--- config.mk ---
export PLATFORM = sky130hd
export DESIGN_NAME = ranging_frame_trimmed_mean
export DESIGN_NICKNAME = d
export VERILOG_FILES = /design/src/rtl/core/rftm_pkg.sv /design/src/rtl/core/ranging_frame_trimmed_mean.sv /design/src/rtl/core/rftm_frame_rx.sv /design/src/rtl/core/rftm_window.sv
export SDC_FILE = /design/constraint.sdc
export NUM_CORES = 1
export LEC_CHECK = 0
export BUFFER_PORTS_ARGS = -buffer_cell sky130_fd_sc_hd__clkbuf_2
export CORE_MARGIN = 5
export CORE_UTILIZATION = 40
export CTS_BUF_LIST = sky130_fd_sc_hd__clkbuf_2
export CTS_CLUSTER_DIAMETER = 80
export DETAILED_ROUTE_END_ITERATION = 16
export PLACE_DENSITY = 0.54
export SETUP_SLACK_MARGIN = 0.1
export SLEW_MARGIN = 20
export SYNTH_ARGS = -nofsm -noshare
export SYNTH_HDL_FRONTEND = slang
export SYNTH_SLANG_ARGS = --single-unit
--- constraint.sdc ---
create_clock -name clk_i -period 20 [get_ports clk_i]
set_clock_uncertainty 0.2 [all_clocks]
set_input_delay 0 -clock clk_i [delete_from_list [all_inputs] [get_ports clk_i]]
set_output_delay 0 -clock clk_i [all_outputs]
set_load 0.005 [all_outputs]
--- src/rtl/core/rftm_pkg.sv ---
// Shared types and constants for the ranging frame trimmed-mean block.
package rftm_pkg;

  localparam int unsigned FrameLen  = 4;
  localparam int unsigned GroupLen  = 5;
  localparam int unsigned PosW      = $clog2(FrameLen);
  localparam int unsigned CountW    = 3;
  localparam int unsigned WinDepth  = GroupLen - 1;
  localparam int unsigned WinIdxW   = $clog2(WinDepth);
  localparam int unsigned DistW     = 16;
  localparam int unsigned SumW      = DistW + 3;
  localparam int unsigned TrimW     = DistW + 2;
  localparam int unsigned Div3Shift = 19;

  localparam logic [7:0]       HeaderByte = 8'hFF;
  localparam logic [CountW-1:0] LastCount = CountW'(GroupLen - 1);
  // ceil(2^19 / 3): exact floor division by three for operands below 2^19
  localparam logic [TrimW-1:0] Recip3     = TrimW'(174763);

  typedef enum logic {
    ACT_BYTE    = 1'b0,
    ACT_MEASURE = 1'b1
  } action_e;

  typedef struct packed {
    logic [DistW-1:0] distance;
    logic             frame_ok;
  } reading_t;

  typedef struct packed {
    logic [DistW-1:0] avg_distance;
    logic             avg_valid;
  } average_t;

endpackage

--- src/rtl/core/ranging_frame_trimmed_mean.sv ---
// A request's result is registered and offered in the cycle after its transfer.
// Throughput: one item per cycle; a byte transfer yields no result.
// The output register is refilled in the cycle it is taken, so input stalls only
// while a result waits unclaimed. Reset clears frame buffer, position, ready flag,
// group count and output valid; the reading window needs no reset.
// Top level of the ranging frame receiver with trimmed mean of five readings.
module ranging_frame_trimmed_mean (
  input  logic        clk_i,
  input  logic        rst_ni,
  input  logic        s_axis_tvalid_i,
  output logic        s_axis_tready_o,
  input  logic [7:0]  s_axis_tdata_i,   // [7:0] rx_byte
  input  logic [0:0]  s_axis_tuser_i,   // [0] action
  output logic        m_axis_tvalid_o,
  input  logic        m_axis_tready_i,
  output logic [31:0] m_axis_tdata_o,   // [15:0] distance, [31:16] avg_distance
  output logic [1:0]  m_axis_tuser_o    // [0] frame_ok, [1] avg_valid
);

  logic               in_xfer;
  logic               byte_we;
  logic               meas_re;
  rftm_pkg::reading_t reading;
  rftm_pkg::average_t average;
  logic               out_valid_q, out_valid_d;
  logic [31:0]        out_data_q;
  logic [1:0]         out_user_q;

  // Accept while the output register is empty or being taken
  assign s_axis_tready_o = !out_valid_q || m_axis_tready_i;
  assign in_xfer = s_axis_tvalid_i && s_axis_tready_o;
  assign byte_we = in_xfer && (rftm_pkg::action_e'(s_axis_tuser_i[0]) == rftm_pkg::ACT_BYTE);
  assign meas_re = in_xfer &&
                   (rftm_pkg::action_e'(s_axis_tuser_i[0]) == rftm_pkg::ACT_MEASURE);

  rftm_frame_rx u_frame_rx (
    .clk_i     (clk_i),
    .rst_ni    (rst_ni),
    .byte_we_i (byte_we),
    .meas_re_i (meas_re),
    .rx_byte_i (s_axis_tdata_i),
    .reading_o (reading)
  );

  rftm_window u_window (
    .clk_i     (clk_i),
    .rst_ni    (rst_ni),
    .meas_re_i (meas_re),
    .reading_i (reading.distance),
    .average_o (average)
  );

  // Track output valid: set by a request, drop once taken
  always_comb begin
    out_valid_d = out_valid_q;
    if (meas_re) begin
      out_valid_d = 1'b1;
    end else if (m_axis_tready_i) begin
      out_valid_d = 1'b0;
    end
  end

  always_ff @(posedge clk_i or negedge rst_ni) begin
    if (!rst_ni) begin
      out_valid_q <= 1'b0;
    end else begin
      out_valid_q <= out_valid_d;
    end
  end

  // Load the result payload on a request
  always_ff @(posedge clk_i) begin
    if (meas_re) begin
      out_data_q <= {average.avg_distance, reading.distance};
      out_user_q <= {average.avg_valid, reading.frame_ok};
    end
  end

  assign m_axis_tvalid_o = out_valid_q;
  assign m_axis_tdata_o  = out_data_q;
  assign m_axis_tuser_o  = out_user_q;

endmodule

--- src/rtl/core/rftm_frame_rx.sv ---
// Frame buffer, byte position and ready flag; decodes one reading per request.
module rftm_frame_rx (
  input  logic                 clk_i,
  input  logic                 rst_ni,
  input  logic                 byte_we_i,
  input  logic                 meas_re_i,
  input  logic [7:0]           rx_byte_i,
  output rftm_pkg::reading_t   reading_o
);

  logic [7:0]                  frame_q [rftm_pkg::FrameLen];
  logic [rftm_pkg::PosW-1:0]   pos_q;
  logic                        ready_q;
  logic                        good;
  logic [7:0]                  csum;

  // Check header and checksum of the held frame
  always_comb begin
    csum = frame_q[1] + frame_q[2];
    good = ready_q && (frame_q[0] == rftm_pkg::HeaderByte) && (csum == frame_q[3]);
    reading_o.frame_ok = good;
    reading_o.distance = good ? {frame_q[1], frame_q[2]} : '0;
  end

  // Store bytes, flag a full frame, drop the flag on a request, clear a consumed good frame
  always_ff @(posedge clk_i or negedge rst_ni) begin
    if (!rst_ni) begin
      for (int i = 0; i < rftm_pkg::FrameLen; i++) frame_q[i] <= '0;
      pos_q   <= '0;
      ready_q <= 1'b0;
    end else if (byte_we_i) begin
      frame_q[pos_q] <= rx_byte_i;
      if (pos_q == rftm_pkg::PosW'(rftm_pkg::FrameLen - 1)) ready_q <= 1'b1;
      pos_q <= pos_q + 1'b1;
    end else if (meas_re_i) begin
      ready_q <= 1'b0;
      if (good) begin
        for (int i = 0; i < rftm_pkg::FrameLen; i++) frame_q[i] <= '0;
      end
    end
  end

endmodule

--- src/rtl/core/rftm_window.sv ---
// Reading window, group counter and trimmed mean of five readings.
module rftm_window (
  input  logic                          clk_i,
  input  logic                          rst_ni,
  input  logic                          meas_re_i,
  input  logic [rftm_pkg::DistW-1:0]    reading_i,
  output rftm_pkg::average_t            average_o
);

  logic [rftm_pkg::DistW-1:0]   win_q [rftm_pkg::WinDepth];
  logic [rftm_pkg::CountW-1:0]  count_q;
  logic                         last;
  logic [rftm_pkg::DistW-1:0]   lo01, hi01, lo23, hi23, lo_a, hi_a, min_v, max_v;
  logic [rftm_pkg::SumW-1:0]    sum5;
  logic [rftm_pkg::TrimW-1:0]   trim;
  logic [2*rftm_pkg::TrimW-1:0] prod;

  assign last = (count_q >= rftm_pkg::LastCount);

  // Find minimum and maximum of the five readings
  always_comb begin
    lo01  = (win_q[0] < win_q[1]) ? win_q[0] : win_q[1];
    hi01  = (win_q[0] < win_q[1]) ? win_q[1] : win_q[0];
    lo23  = (win_q[2] < win_q[3]) ? win_q[2] : win_q[3];
    hi23  = (win_q[2] < win_q[3]) ? win_q[3] : win_q[2];
    lo_a  = (lo01 < lo23) ? lo01 : lo23;
    hi_a  = (hi01 > hi23) ? hi01 : hi23;
    min_v = (lo_a < reading_i) ? lo_a : reading_i;
    max_v = (hi_a > reading_i) ? hi_a : reading_i;
  end

  // Sum the middle three and divide by three through the reciprocal
  always_comb begin
    sum5 = rftm_pkg::SumW'(win_q[0]) + rftm_pkg::SumW'(win_q[1])
         + rftm_pkg::SumW'(win_q[2]) + rftm_pkg::SumW'(win_q[3])
         + rftm_pkg::SumW'(reading_i);
    trim = rftm_pkg::TrimW'(sum5 - rftm_pkg::SumW'(min_v) - rftm_pkg::SumW'(max_v));
    prod = (2*rftm_pkg::TrimW)'(trim) * (2*rftm_pkg::TrimW)'(rftm_pkg::Recip3);
    average_o.avg_valid    = last;
    average_o.avg_distance = last ?
        prod[rftm_pkg::Div3Shift +: rftm_pkg::DistW] : '0;
  end

  // Hold readings of the group
  always_ff @(posedge clk_i) begin
    if (meas_re_i && !last) win_q[count_q[rftm_pkg::WinIdxW-1:0]] <= reading_i;
  end

  // Advance the group counter, wrap on the fifth request
  always_ff @(posedge clk_i or negedge rst_ni) begin
    if (!rst_ni) begin
      count_q <= '0;
    end else if (meas_re_i) begin
      count_q <= last ? '0 : count_q + 1'b1;
    end
  end

endmodule
==> results of run 1 <==
-- cells in the mapped netlist (all sizes together), types with 5 or more instances --
master,n
nand2,79
nand2b,5
xnor2,47
ha,294
xor2,22
mux2,33
mux2i,26
nand3,17
nor2b,11
edfxtp,98
and3,5
o211ai,6
and2,21
a21oi,107
nand4,19
clkbuf,18
a22o,33
dfrtp,39
nor2,81
o21ai,41
a21o,31
buf,12
o21a,29
inv,390
a211oi,8
nor3,19
o31ai,6
fa,173
-- state kept, by name (all words and copies together), names as in the netlist --
register,cells
u_window.win_q,64
m_axis_tdata_o,32
u_frame_rx.frame_q,32
u_window.count_q,3
m_axis_tuser_o,2
u_frame_rx.pos_q,2
m_axis_tvalid_o,1
u_frame_rx.ready_q,1
-- layer usage --
| metal | track usage, % | part of all wire [%] | vias up |
|---|---|---|---|
| met5 | 0 | 0 | - |
| met4 | 4.68 | 1.6 | 0 |
| met3 | 3.14 | 3.4 | 36 |
| met2 | 30.8 | 48 | 211 |
| met1 | 25.7 | 47 | 5927 |
| li1 | - | - | 5897 |
-- final cells by class --
class,instances,area [sq um],share of cell area (%)
well taps,585,732,3.90
repair buffers,83,593,3.16
diodes,4,10.0,0.0534
clock inverters,15,210,1.12
inverters,390,1460,7.81
multi-input cells,1168,11700,62.6
flip-flops and latches,137,3920,20.9
clock buffers,17,85.1,0.454
-- what timing repair did --
action	4_1_cts	5_1_grt
setup buffers	0	0
hold buffers	29	0
endpoints found under the hold margin	173	0
-- final timing paths --
check                                         endpoint             startpoint  slack [ns]  cells past startpoint
worst max-delay path                m_axis_tdata_o[26]  u_window.win_q[0][12]        1.42                     56
worst min-delay path             u_frame_rx.frame_q[8]      s_axis_tdata_i[0]        0.24                      4
worst max register to register      m_axis_tdata_o[26]  u_window.win_q[0][12]        1.42                     56
worst min register to register      u_frame_rx.ready_q     u_frame_rx.ready_q        0.32                      1
max in group asynchronous       u_frame_rx.frame_q[16]                 rst_ni       18.98                      5
min in group asynchronous       u_frame_rx.frame_q[14]                 rst_ni        0.36                      5
-- kinds of logic after synthesis --
logic type	share of synthesized area [%]
AOI/OAI and AO/OA	11.5
xor gates and xnor gates	3.51
DFF	22.7
muxes	3.86
buffers and inverters	9.33
and+or+nand+nor	7.67
adders and majority gates	41.4
-- critical path, delay by kind of cell (launching register included) --
kind / cells / cell delay (ns)
flops: 1 / 0.49
compound gates: 21 / 6.21
xor+xnor: 1 / 0.59
buf+inv: 8 / 0.83
simple gates: 10 / 3.26
mux: 2 / 0.80
fa+ha+maj: 14 / 5.91
-- through the flow --
step	cell area (sq um)	utilization, %
floorplan	17200	-
global placement	18100	42.3
detailed placement	18100	42.3
CTS	18700	43.7
global route	18800	43.7
finish	18800	43.7
==> impl_metrics.json, run 1 <==
{
  "relSlewSlack_pct": 29.5,
  "layout_commonest_cell": "inv_1",
  "fp.dieH_microns": 218,
  "die_w_microns": 218,
  "dp_worst_setup_slack_ns": 1.65,
  "antenna_left": 0,
  "layout_setup_ws_ns": 1.42,
  "timing.final.crit_share_pct": 92.9,
  "ys_ff_latch": 137,
  "routed_wl_microns": 41800,
  "viasPerCell": 5.03,
  "synth_edf_count": 98,
  "placed_cells": 2333,
  "start_util_pct": 40.2,
  "grt-ovfl-total": 0,
  "ys_warn_count": 0,
  "drc_errors": 0,
  "whs_ns": 0.244,
  "grt_max_degree": 40,
  "setup_violations": 0,
  "clockBufferDepth": 2,
  "yosysUniqueCellTypes": 68,
  "fin_tns_setup_ns": 0,
  "synthesis.area_sq_mm": 0.0172,
  "critPathSlowestCell": "nor3_4",
  "yosysSeqAreaShare_pct": 22.7,
  "cp_slowest_stage_delay_ns": 0.84,
  "worstPathRequired_ns": 20.50,
  "synthArstFlopShare_pct": 28.5,
  "dr.first_iter.drc_count": 710,
  "fillers": 4197,
  "routedWlPerCell_microns": 17.4,
  "num_vias": 12071,
  "drv_slew": 0,
  "status": "finished clean",
  "place.detailed.hpwl_microns": 35200,
  "rsz0062_at_grt": "false",
  "syn_inst": 1725,
  "syn_to_final_growth_pct": 8.78,
  "crit_type": "reg2reg",
  "cts_buffers": 17,
  "core_sq_mm": 0.0429,
  "grt_pass1_wl_microns": 68400,
  "track_usage_pct": 18.7,
  "clk_pin_slew_ns": 0.24,
  "hold_viol_final": 0,
  "crit_fanout": 34,
  "first_global_vias": 12633,
  "clkLatencyLatePin_ns": 1.00,
  "max_freq_mhz": 53.8,
  "place_congestion": 0.918,
  "cp.arrival_ns": 19.09,
  "dieArea_sq_mm": 0.0473,
  "numPortBuffers": 48,
  "first_pass_iters": 5,
  "clock-sinks": 137,
  "fin_cells": 2399,
  "maxCapViolCount": 0,
  "antenna_found_initial": 2,
  "syn-num-nets": 2205,
  "layout_common_cells": "389 x inv_1, 294 x ha_1, 173 x fa_1",
  "cp-start-kind": "flip-flop",
  "syn_avg_cell_area_sq_um": 9.99,
  "rows": 76,
  "h-tree-depth": 4,
  "synth_top_area_share_pct": 21.3,
  "synth.area.top_cells": "ha_1 21%, fa_1 20%, edfxtp_1 17%",
  "root_buffer": "clkbuf_2",
  "tritoncts": "built",
  "final_layout_size_suffix_gt1_share_pct": 7.51,
  "ys.flop_type": "edfxtp_1",
  "ioPinCount": 49,
  "nNetsFinal": 2277,
  "fin_crit_ns": 18.58,
  "end_kind": "flip-flop",
  "synth_top_area_cell": "ha_1",
  "min-delay-path-class": "in2reg",
  "cts_resized": 0,
  "tightest_slew_ns": 1.06
}
Power of run 1 is left out: the tool's default activity adds up to more than one toggle a clock period on the data nets, which glitch-free logic cannot reach.
==> inputs of run 2 (changes only) <==
--- a/config.mk
+++ b/config.mk
@@ -5,7 +5,9 @@
 export SDC_FILE = /design/constraint.sdc
 export NUM_CORES = 1
 export LEC_CHECK = 0
+export ABC_AREA = 1
 export BUFFER_PORTS_ARGS = -buffer_cell sky130_fd_sc_hd__clkbuf_2
+export CAP_MARGIN = 30
 export CORE_MARGIN = 5
 export CORE_UTILIZATION = 40
 export CTS_BUF_LIST = sky130_fd_sc_hd__clkbuf_2
@@ -13,6 +15,7 @@
 export DETAILED_ROUTE_END_ITERATION = 16
 export PLACE_DENSITY = 0.54
 export SETUP_SLACK_MARGIN = 0.1
+export SKIP_CTS_REPAIR_TIMING = 1
 export SLEW_MARGIN = 20
 export SYNTH_ARGS = -nofsm -noshare
 export SYNTH_HDL_FRONTEND = slang
==> run 2 against run 1 <==
Utilization rose by 0.27 points. Non-clock buffer count rose by 13. Fmax rose by 15%. Count of clock-buffer cells in the layout did not move. Critical endpoint is now m_axis_tdata_o[31]. Largest cell class unchanged. Highest routed layer unchanged.
==> impl_metrics.json, run 2 <==
{
  "nNetsFinal": 2528,
  "clockBufferDepth": 2,
  "maxCapViolCount": 0,
  "synth_top_area_cell": "ha_1",
  "dieArea_sq_mm": 0.0474,
  "crit_start": "u_window.win_q[0][15]",
  "yosysSeqAreaShare_pct": 22.7,
  "min-delay-path-class": "in2async",
  "syn_inst": 1962,
  "grt_max_degree": 64,
  "first_pass_iters": 6,
  "viasPerCell": 4.99,
  "ioPinCount": 49,
  "h-tree-depth": 4,
  "start_util_pct": 40.2,
  "numPortBuffers": 48,
  "place_area_sq_mm": 0.0183,
  "rsz0062_at_grt": "false",
  "clk_pin_slew_ns": 0.32,
  "rows": 76,
  "timing.final.crit_share_pct": 81.1,
  "worstPathRequired_ns": 20.50,
  "ys.flop_type": "edfxtp_1",
  "grt-ovfl-total": 0,
  "fin_crit_ns": 16.22,
  "synth_top_area_share_pct": 21.3,
  "first_global_vias": 13543,
  "tritoncts": "built",
  "layout_common_cells": "459 x inv_1, 294 x ha_1, 268 x nand2_1",
  "place.detailed.hpwl_microns": 37400,
  "track_usage_pct": 19.1,
  "setup_violations": 0,
  "end_kind": "flip-flop",
  "fillers": 4260,
  "antenna_left": 0,
  "num_vias": 13203,
  "hold_viol_final": 0,
  "drv_slew": 0,
  "antenna_found_initial": 2,
  "synthArstFlopShare_pct": 28.5,
  "root_buffer": "clkbuf_2",
  "synth_most_common_cell": "inv_1",
  "whs_ns": 0.0563,
  "core_sq_mm": 0.0429,
  "crit_type": "reg2reg",
  "grtUsageMet3_pct": 2.57,
  "cts_buffers": 17,
  "cp.arrival_ns": 16.72,
  "routedWlPerCell_microns": 16.7,
  "die_w_microns": 218,
  "fp.dieH_microns": 218,
  "fin_area_sq_mm": 0.0189,
  "layout_commonest_cell": "inv_1",
  "drc_errors": 0,
  "synth.area.top_cells": "ha_1 21%, fa_1 20%, edfxtp_1 17%",
  "clkLatencyLatePin_ns": 0.88,
  "r2r-start": "u_window.win_q[0][15]",
  "critPathSlowestCell": "inv_1",
  "synthesis.area_sq_mm": 0.0172,
  "relSlewSlack_pct": 38.6,
  "max_freq_mhz": 61.6,
  "grtUsageMet2_pct": 31.9,
  "ys_warn_count": 0,
  "routed_wl_microns": 44200,
  "synth_edf_count": 98,
  "busiest_layer": "met2",
  "ys_ff_latch": 137,
  "cp_slowest_stage_delay_ns": 0.72,
  "tightest_slew_ns": 0.921,
  "syn_avg_cell_area_sq_um": 8.79,
  "dr.first_iter.drc_count": 909,
  "place_congestion": 0.889,
  "crit_fanout": 33,
  "syn_to_final_growth_pct": 9.44,
  "met1_usage_pct": 26.3,
  "cp-start-kind": "flip-flop",
  "synth_common_cells": "459 x inv_1, 294 x ha_1, 269 x nand2_1, 173 x fa_1, 142 x a21oi_1",
  "largest_reg_flops": 64,
  "fin_tns_setup_ns": 0,
  "grt_pass1_wl_microns": 71300,
  "syn-num-nets": 2442,
  "status": "finished clean",
  "yosysUniqueCellTypes": 52,
  "clock-sinks": 137,
  "final_layout_size_suffix_gt1_share_pct": 6.02
}
[run 2: cell types whose count changed in the layout (fill, tap and decap cells not counted), sizes merged, moves of 18 or more]
cell / delta
a21o: -27
xnor2: -29
nand3: +32
mux2i: -26
a22o: -33
o21ai: +76
and2: -18
nand2: +194
nor2: +38
a21oi: +36
o22ai: +26
o21a: -23
inv: +71
mux2: -33
[run 2: cells by family after synthesis]
logic type / count (synthesis) / synth area share (%)
adders and majority gates: 467 / 41.4
DFF: 137 / 22.7
buffers and inverters: 490 / 10.7
xor gates and xnor gates: 53 / 2.69
AOI/OAI and AO/OA: 338 / 11.0
and+or+nand+nor: 477 / 11.4
[run 2: worst paths after layout]
check	depth (start not counted)	slack, ns	end
max in group asynchronous	4	18.94	u_frame_rx.frame_q[15]
min reg2reg	2	0.36	u_frame_rx.frame_q[25]
min	3	0.06	u_frame_rx.frame_q[9]
min in group clk_i	5	0.24	m_axis_tdata_o[23]
max reg2reg	68	3.78	m_axis_tdata_o[31]
max	68	3.78	m_axis_tdata_o[31]
[run 2: cell type report]
| type | instances | area (sq um) | area share [%] |
|---|---|---|---|
| sequential | 137 | 3920 | 20.8 |
| timing repair buffer | 96 | 701 | 3.71 |
| inverter | 461 | 1730 | 9.17 |
| multi-input combinational | 1335 | 11500 | 60.9 |
| antenna | 2 | 5.00 | 0.0265 |
| tap | 585 | 732 | 3.88 |
| clock buffer | 17 | 85.1 | 0.451 |
| clock inverter | 15 | 208 | 1.10 |
[run 2: routing by layer]
metal	up-vias	share of wire, %
met3	44	4.1
met5	-	0
met2	297	48
met4	0	1.9
met1	6377	46
li1	6485	-
[run 2: critical path, delay by kind of cell, from the launching register on]
family | cells | cell delay [ns]
AO/OA/AOI/OAI | 24 | 5.05
XOR/XNOR | 1 | 0.49
adder cells (fa/ha/maj) | 14 | 5.98
buffers and inverters | 8 | 1.50
flip-flops | 1 | 0.49
AND/OR/NAND/NOR | 21 | 2.33
[run 2: stage by stage]
stage / setup slack (ns) / utilization, % / cells
after floorplan: 6.97 / - / 1962
after global placement: 3.86 / 42.6 / 2585
after detailed placement: 3.69 / 42.6 / 2586
after CTS: 3.70 / 43.3 / 2618
after global routing: 2.69 / 44.0 / 2648
final: 3.78 / 44.0 / 2648
Power of run 2 is left out for the same reason.
==> inputs of run 3 (changes only) <==
==> constraint.sdc (replaced) <==
create_clock -name clk_i -period 16.93 [get_ports clk_i]
set_clock_uncertainty 0.2 [all_clocks]
set_input_delay 0 -clock clk_i [delete_from_list [all_inputs] [get_ports clk_i]]
set_output_delay 0 -clock clk_i [all_outputs]
set_load 0.005 [all_outputs]
==> run 3 against run 2 <==
First-iteration DRC count down 8.1%. Wire length down 1.8%. Global-route usage down 0.34 points. Cell count up 0.42%. Die area unchanged. Highest routed layer unchanged.
==> impl_metrics.json, run 3 (synthesis results as in run 2) <==
{
  "dr.first_iter.drc_count": 835,
  "cp.arrival_ns": 15.53,
  "antenna_found_initial": 1,
  "timing.final.crit_share_pct": 89.3,
  "first_global_vias": 13229,
  "setup_violations": 0,
  "antenna_left": 0,
  "nNetsFinal": 2540,
  "dieArea_sq_mm": 0.0474,
  "rsz0062_at_grt": "false",
  "viasPerCell": 4.93,
  "final_layout_size_suffix_gt1_share_pct": 6.61,
  "cp_top_family": "adder cells",
  "fin_crit_ns": 15.11,
  "end_kind": "flip-flop",
  "cp-start-kind": "flip-flop",
  "drv_slew": 0,
  "place.detailed.hpwl_microns": 36900,
  "layout_common_cells": "459 x inv_1, 294 x ha_1, 268 x nand2_1",
  "critPathSlowestCell": "fa_1",
  "drc_errors": 0,
  "fin_tns_setup_ns": 0,
  "path_buf_inv": 8,
  "num_vias": 13098,
  "die_w_microns": 218,
  "routedWlPerCell_microns": 16.3,
  "place_congestion": 0.921,
  "relSlewSlack_pct": 45.4,
  "start_util_pct": 40.2,
  "tritoncts": "built",
  "maxCapViolCount": 0,
  "cp_slowest_stage_delay_ns": 0.56,
  "root_buffer": "clkbuf_2",
  "numPortBuffers": 48,
  "crit_type": "reg2reg",
  "worstPathRequired_ns": 17.35,
  "clock-sinks": 137,
  "clkLatencyLatePin_ns": 0.81,
  "max_freq_mhz": 66.2,
  "status": "finished clean",
  "layout_commonest_cell": "inv_1",
  "grt-ovfl-total": 0,
  "syn_to_final_growth_pct": 9.72,
  "min-delay-path-class": "in2async",
  "seqCellArea_sq_mm": 0.00392,
  "ioPinCount": 49,
  "track_usage_pct": 18.7,
  "routed_wl_microns": 43400,
  "crit_fanout": 34,
  "clockBufferDepth": 2,
  "hold_viol_final": 0,
  "largest_reg_flops": 64,
  "h-tree-depth": 4,
  "fillers": 4229,
  "multi_input_area_sq_mm": 0.0115,
  "clk_pin_slew_ns": 0.24,
  "cts_buffers": 17,
  "fp.dieH_microns": 218,
  "rows": 76,
  "first_pass_iters": 5,
  "grt_pass1_wl_microns": 69700,
  "tightest_slew_ns": 0.816,
  "grt_max_degree": 64,
  "core_sq_mm": 0.0429
}
-- run 3: cell types whose count changed in the layout (fill, tap and decap cells not counted) --
cell	delta
buf_12	+1
inv_4	+1
buf_4	+12
diode_2	-1
bufinv_16	-2
dlygate4sd3_1	-1
clkinv_2	+1
-- run 3: layer usage --
layer | part of all wire, % | track usage, % | routed length [microns] | vias to the layer above
met5 | 0 | 0 | 0 | -
met4 | 1.8 | 4.74 | 795 | 0
met3 | 3.3 | 2.47 | 1410 | 45
met2 | 48 | 31.8 | 20900 | 234
met1 | 47 | 25.4 | 20300 | 6318
li1 | - | - | - | 6501
-- run 3: cell type report --
cell class              count  area share, %
inverters                 461           9.15
multi-input cells        1335           60.7
diodes                      1         0.0132
repair buffers            108           4.23
well taps                 585           3.87
clock buffers              17          0.450
clock inverters            15          0.840
flip-flops and latches    137           20.7
-- run 3: final timing paths --
path	from	end	slack, ns	cells after the start
min reg2reg	u_frame_rx.frame_q[25]	u_frame_rx.frame_q[25]	0.35	2
max in group asynchronous	rst_ni	u_frame_rx.pos_q[0]	15.82	4
max reg2reg	u_window.win_q[0][13]	m_axis_tdata_o[31]	1.82	68
max	u_window.win_q[0][13]	m_axis_tdata_o[31]	1.82	68
min in group clk_i	s_axis_tuser_i	m_axis_tdata_o[6]	0.26	5
min	rst_ni	u_frame_rx.frame_q[16]	0.1	3
-- run 3: stage by stage --
step                utilization [%]  instance area, sq um  setup WS, ns  std cells  hold WS, ns
floorplan                         -                 17200          3.90       1962       -0.496
global placement               42.8                 18300          1.74       2597       0.0258
detailed placement             42.8                 18400          1.72       2598       -0.242
CTS                            43.4                 18600          1.69       2630        -1.24
global route                   44.1                 18900         0.514       2659       0.0603
finish                         44.1                 18900          1.82       2659       0.0977
-- run 3: tightest hold or removal path: cells and delay by family --
| kind | cells | cell delay [ns] |
|---|---|---|
| buffers and inverters | 3 | 1.68 |
Power of run 3 is left out for the same reason.
